===== config.mk =====
export PLATFORM = sky130hd
export DESIGN_NAME = hte_ram
export DESIGN_NICKNAME = d
export VERILOG_FILES = /design/src/rtl/core/hte_ram.sv
export SDC_FILE = /design/constraint.sdc
export NUM_CORES = 1
export LEC_CHECK = 0
export BUFFER_PORTS_ARGS = -buffer_cell sky130_fd_sc_hd__buf_2
export CORE_MARGIN = 2
export CORE_UTILIZATION = 25
export CTS_CLUSTER_SIZE = 24
export DETAILED_ROUTE_END_ITERATION = 12
export HOLD_SLACK_MARGIN = 0.12
export PLACE_DENSITY_LB_ADDON = 0.12
export SETUP_SLACK_MARGIN = 0.1
export SYNTH_ARGS = -nofsm -noshare
export SYNTH_HDL_FRONTEND = slang
export SYNTH_SLANG_ARGS = --single-unit

===== constraint.sdc =====
create_clock -name clk -period 1.75 [get_ports clk]
set_input_delay 0.35 -clock clk [delete_from_list [all_inputs] [get_ports clk]]
set_output_delay 0.35 -clock clk [all_outputs]
set_load 0.005 [all_outputs]

===== src/rtl/core/hte_ram.sv =====
module hte_ram #(
	parameter int WIDTH = 8,
	parameter int DEPTH = 16
) (
	input  logic                     clk,
	input  logic                     wr_en,
	input  logic [$clog2(DEPTH)-1:0] wr_addr,
	input  logic [WIDTH-1:0]         wr_data,
	input  logic                     rd_en,
	input  logic [$clog2(DEPTH)-1:0] rd_addr,
	output logic [WIDTH-1:0]         rd_data
);

	logic [WIDTH-1:0] mem_q [DEPTH];

	// one write port, one registered read port
	always_ff @(posedge clk) begin
		if (wr_en) begin
			mem_q[wr_addr] <= wr_data;
		end
		if (rd_en) begin
			rd_data <= mem_q[rd_addr];
		end
	end

endmodule


# Yosys cells after proc, flatten, opt, wreduce, memory -nomap -nowiden
# Memory sizes are Yosys's and may differ from the RTL's. A register that Yosys moved wholly into a read port is not among the register bits.
# Index checks and enable logic that the tools add are counted.
[totals]
out_inout_bits = 8
wordCells = 3
memories = 1
latch_bits = 0
mem_bits_ro = 0
ff_bits = 0
ram_bits = 128
[op_classes]
add_sub_neg = 0
n_mul = 0
n_lt_le_gt_ge = 0
n_mux = 2
div_mod_pow = 0
n_bitwise = 0
n_shift = 0
n_reduce_logical = 0
n_eq_ne = 0
[mem_list]
columns = ["memory", "words", "width", "rd", "rd_clocked_by_memory_dff", "wr", "line_no", "text"]
rows = [
  ["mem_q", 16, 8, 1, 1, 1, "14", "logic [WIDTH-1:0] mem_q [DEPTH];"],
]
[op_table]
columns = ["operator", "n"]
rows = [
  ["2-to-1 mux 1 bit", 2],
]

# Longest topological paths before layout
# Gate-level depths: netlist of the first run.
[logic_depth]
ltp_word = 2
mapped_depth = 5
depth_no_buf = 3

# Worst setup path before layout of the first run
# OpenSTA, ideal clock, no wires.
[synth_path]
path_kind = "input to register"
start = "input wr_addr[2]"
end = "memory mem_q[0][0] (enable)"
n_path_buf = 0
setup_time_ns = 0.383
stages = 2
setup_slack_ns = -0.093
arrival_time_ns = 1.460
path_cell_list = "or3b_2 > nor3_1"
[synth_rtl]
columns = ["element", "line_no", "text"]
rows = [
  ["from (decl)", "7", "input logic [$clog2(DEPTH)-1:0] wr_addr,"],
  ["to (decl)", "14", ""],
]
# No word-level cell before the write port.

==> results.ini, run 1 <==
[floorplanning]
die_y_um=149
die_area_mm2=0.0221
start_util_pct=25.7
pin_count=27
die_w_um=149
rows=52
core_mm2=0.0204

[critical_path]
crit_family=multiplexers
worstPathMaxFanout=1
cp.arrival_ns=1.70
crit_chain=mux4_1 -> a22oi_1 -> nand2_1
path_class=flop to flop
cp-end-kind=flop
critical_path_buf_inv_count=0
critPathLaunchType=flop
cpPeakStageDelay_ns=0.50
required_ns=1.90
critPathSlowestCell=mux4_1
r2r_setup_slack_ns=0.21

[synth]
ys_ff_latch=136
ys_seq_area_share_pct=78.1
synth_fp_nets=248
synth_top_area_share_pct=78.1
avgSynthCellArea_um2=22.8
synth_area_leaders=edfxtp_1, mux4_2, mux4_1
netlist_instances=229
synth_cell_types=18
yosys.area.top_type=edfxtp_1
yosys_warnings=0
syn_area_mm2=0.00523

[layout]
fin_area_mm2=0.00641
diodes=0
fin_cells=570
final_nets=306
syn_to_final_growth_pct=22.6
layout-drive-gt1-share_pct=33.0
fillers=1950

[timing]
fin_worst_skew_ns=0.00545
fmax_mhz=647
worst_slew_pin_slew_ns=0.861
rsz0062_at_grt=false
fin_crit_ns=1.54
max_slew_margin_pct=42.5
slew_viol_final=0
setup_viol_count_final=0
finalCritPeriodShare_pct=88.3
hold_viol=0

[power_and_ir_drop]
peakVddDrop_uv=657
power_uw=7440
p_leak_uw=0.00212
p_per_area_mw_per_mm2=1160

[global_route]
grt_max_degree=24
grt_pass1_wl_um=17600
grt_remaining_overflow=0
track_usage_pct=11.6
antenna_found_initial=0
grt_pass1_vias=2605

[routing]
drt-vias-per-instance=4.39
drtAntennaViolNets=0
wl_um=12100
vias=2505
drcViolationCount=0
wire_per_inst_um=21.1
drt_iter0_markers=153
drt_first_pass_iters=4

[clock_network]
cts_root_buf=clkbuf_16
cts_max_level=4
cts_tree=built
postCtsSetupBuffers=0
clk_transition_reported_paths_ns=0.06
cts_buffers=17
clock_latency_ns=0.41
numClockSinks=136
cts_buffer_depth=2

[status]
status=completed

[placed_design]
gp_congestion=0.666
io_buffers=26
hpwl_um=7640
place_inst=538
placed_area_mm2=0.00584

[job]
maxCapViolations=0

[hold_path]
min_path_type=input pin to flop

## flip-flops by register name, indices dropped and copies added (netlist names)
register / count
rd_data: 8
mem_q: 128
## kinds of logic after synthesis
kind of cell / Yosys count / share of synthesized area, %
DFF: 136 / 78.1
and+or+nand+nor: 35 / 3.14
muxes: 32 / 14.8
AOI/OAI and AO/OA: 16 / 2.30
buffers and inverters: 10 / 1.65
## routing by layer
layer	track usage [%]	vias up	routed length, um
met1	15.7	1339	5630
met5	0	-	0
li1	-	1095	-
met2	17.9	60	5630
met3	3.44	11	649
met4	4.14	0	135
## cells in the final DEF (no fill, tap or decap), types with 2 or more instances in the layout
cell type / synthesis / layout
bufinv_16: 0 / 2
nor2_1: 13 / 13
clkinv_2: 0 / 4
buf_2: 3 / 26
clkinv_4: 0 / 2
clkinv_1: 0 / 3
a22oi_1: 16 / 14
a22oi_2: 0 / 2
mux4_1: 14 / 14
edfxtp_1: 136 / 136
nand3b_1: 2 / 2
nand2_1: 9 / 9
clkbuf_16: 0 / 17
mux4_2: 18 / 18
buf_4: 1 / 19
clkinvlp_4: 0 / 2
nand2b_1: 2 / 2
buf_12: 0 / 4
nor3_1: 4 / 3
## through the flow
| step | setup TNS [ns] | worst slack, ns | hold slack (ns) | util (%) |
|---|---|---|---|---|
| global route | 0 | 0.116 | 0.297 | 31.5 |
| detailed placement | -1.78 | -0.302 | 0.736 | 28.7 |
| CTS | 0 | 0.152 | 0.304 | 31.4 |
| floorplan | 0 | 0.118 | 0.449 | - |
| finish | 0 | 0.205 | 0.316 | 31.5 |
| global placement | -1.82 | -0.287 | 0.738 | 28.7 |
## final timing paths
kind / start / endpoint / cells past startpoint
setup / recovery: mem_q[2][5]$_DFFE_PP_ / rd_data[5]$_DFFE_PP_ / 3
hold / removal: rd_en / rd_data[4]$_DFFE_PP_ / 1
setup reg to reg: mem_q[2][5]$_DFFE_PP_ / rd_data[5]$_DFFE_PP_ / 3
hold reg to reg: mem_q[11][3]$_DFFE_PP_ / rd_data[3]$_DFFE_PP_ / 3
## report_power, final
part	internal, uW	switching (uW)
Combinational	157	212
Clock	2070	1310
Sequential	3670	18.9
Total	5900	1540
## cells in the mapped netlist
library cell and count:
clkdlybuf4s25_2 3, nor2_1 13, or3b_2 1, buf_6 3, nand3_1 1, nand3b_1 2, nand2_1 9, mux4_2 18
buf_2 3, buf_4 1, mux4_1 14, and2b_1 1, nand2b_1 2, a22oi_1 16, nor3_1 4, edfxtp_1 136
and2_1 1, nor2b_1 1
## what timing repair did
item,in CTS,in global routing
endpoints found under the hold margin,0,0
hold buffers,0,0
endpoints found under the setup margin,0,2
resized for setup,0,2
## cell type report
type	count	area, um^2	share of cell area (%)
sequential	136	4080	63.7
multi-input combinational	83	1070	16.7
clock buffer	18	429	6.70
timing repair buffer	49	353	5.51
tap	270	338	5.27
clock inverter	14	133	2.07
(Power assumes the default switching activity.)
==> run 2: changes to the inputs <==
==> constraint.sdc (replaced) <==
create_clock -name clk -period 1.75 [get_ports clk]
set_input_delay 0.35 -clock clk [delete_from_list [all_inputs] [get_ports clk]]
set_output_delay 0.35 -clock clk [all_outputs]
set_load 0.1 [all_outputs]
==> run 2 against run 1 <==
Power rose by 1.6%. Highest routed layer unchanged. Sequential cell count unchanged. Routed wire length barely moved. Critical path type is now flop to primary output. Clock-buffer cell count stayed put. Die area unchanged. Worst setup slack worse by 0.053 ns. Global-route usage is the same. Critical path depth decreased by 2. Sequential power barely moved. Hold slack lost 0.0010 ns.
==> results.ini, run 2 (same netlist as run 1, synthesis figures left out) <==
[critical_path]
cpPeakStageDelay_ns=0.45
cp.arrival_ns=1.25
crit_start=rd_data[6]$_DFFE_PP_
critPathSlowestCell=buf_2
required_ns=1.40
regToRegStartpoint=mem_q[2][5]$_DFFE_PP_
worstPathMaxFanout=1
path_class=flop to primary output
cp-end-kind=primary output
crit_chain=buf_2
critical_path_buf_inv_count=1
crit_family=buffers and inverters
critPathLaunchType=flop

[timing]
hold_viol=0
fin_worst_skew_ns=0.00549
max_slew_margin_pct=40.5
fin_crit_ns=1.60
fmax_mhz=626
slew_viol_final=0
setup_viol_count_final=0
hold_ws_ns=0.315
layout_setup_ws_ns=0.152
finalCritPeriodShare_pct=91.3
rsz0062_at_grt=false
worst_slew_pin_slew_ns=0.890

[global_route]
track_usage_pct=11.6
grt_max_degree=24
grt_pass1_wl_um=17600
grt_pass1_vias=2605
antenna_found_initial=0
grt_remaining_overflow=0

[routing]
drt_first_pass_iters=4
wire_per_inst_um=21.2
vias=2510
drt_iter0_markers=152
wl_um=12100
drcViolationCount=0
drt-vias-per-instance=4.40
drtAntennaViolNets=0

[clock_network]
cts_buffer_depth=2
clk_transition_reported_paths_ns=0.06
numClockSinks=136
cts_root_buf=clkbuf_16
cts_max_level=4
cts_tree=built
postCtsSetupBuffers=0
clock_latency_ns=0.42
cts_buffers=17

[placed_design]
place_inst=538
pre_cts_slack_ns=-0.302
gp_congestion=0.666
io_buffers=26
hpwl_um=7640

[power_and_ir_drop]
p_seq_share_pct=48.8
p_leak_uw=0.00212
p_switching_uw=1650
p_sw_share_pct=21.9
pwr-share-comb_pct=6.4
peakVddDrop_uv=659
intPower_uw=5900
p_per_area_mw_per_mm2=1180
power_uw=7560
pwr-share-clk_pct=44.8

[layout]
multiInputGateArea_mm2=0.00107
largest-register=mem_q
largest_reg_flops=128
layout_commonest_cell=edfxtp_1
fin_cells=570
final_nets=306
regArea_mm2=0.00408
syn_to_final_growth_pct=22.6
utilization_pct=31.5
layout-drive-gt1-share_pct=33.0
fillers=1953
final_cell_mix=edfxtp_1, buf_2, buf_4, mux4_2, clkbuf_16
diodes=0
largestRegisters=mem_q: 128 flops, rd_data: 8 flops

[floorplanning]
pin_count=27
rows=52
die_y_um=149
die_w_um=149
die_area_mm2=0.0221
core_mm2=0.0204
start_util_pct=25.7

[status]
status=completed

[hold_path]
worstHoldStart=rd_en
min_path_type=input pin to flop

[job]
maxCapViolations=0

-- run 2: cell count changes in the layout (fill, tap and decap cells not counted) --
cell      before  now
buf_2         26   25
clkbuf_4       0    1
-- run 2: routing by layer --
metal | part of all wire [%] | track usage [%] | up-vias
met3 | 4.1 | 3.44 | 11
met5 | 0 | 0 | -
met2 | 47 | 17.9 | 58
li1 | - | - | 1096
met1 | 48 | 15.7 | 1345
met4 | 1.1 | 4.14 | 0
-- run 2: layout make-up --
cell class                      count  area share (%)
Clock buffer                       18            6.69
Clock inverter                     14            2.07
Multi-Input combinational cell     83            16.7
Sequential cell                   136            63.7
Tap cell                          270            5.27
Timing Repair Buffer               49            5.54
-- run 2: worst paths after layout --
kind                          endpoint  slack [ns]  cells after the start
hold reg to reg   rd_data[3]$_DFFE_PP_        0.75                      3
hold / removal    rd_data[4]$_DFFE_PP_        0.32                      1
setup / recovery            rd_data[6]        0.15                      1
setup reg to reg  rd_data[5]$_DFFE_PP_        0.20                      3
-- run 2: power groups by stage --
stage | logic, uW | registers [uW] | clock network [uW]
3_3_place_gp | 489 | 3760 | 0
5_1_grt | 517 | 3700 | 3590
4_1_cts | 492 | 3690 | 3460
3_5_place_dp | 491 | 3760 | 0
6_report | 483 | 3690 | 3380
2_1_floorplan | 185 | 3870 | 0
-- run 2: per-stage QoR --
| stage | setup TNS, ns | area, um^2 |
|---|---|---|
| 4_1_cts | 0 | 6400 |
| 3_3_place_gp | -1.82 | 5840 |
| 3_5_place_dp | -1.78 | 5840 |
| 5_1_grt | 0 | 6410 |
| 2_1_floorplan | 0 | 5230 |
| 6_report | 0 | 6410 |
-- run 2: timing repair --
item,4_1_cts,5_1_grt
hold endpoints to repair,0,0
resized for setup,0,3
setup endpoints to repair,0,3
hold buffers,0,0
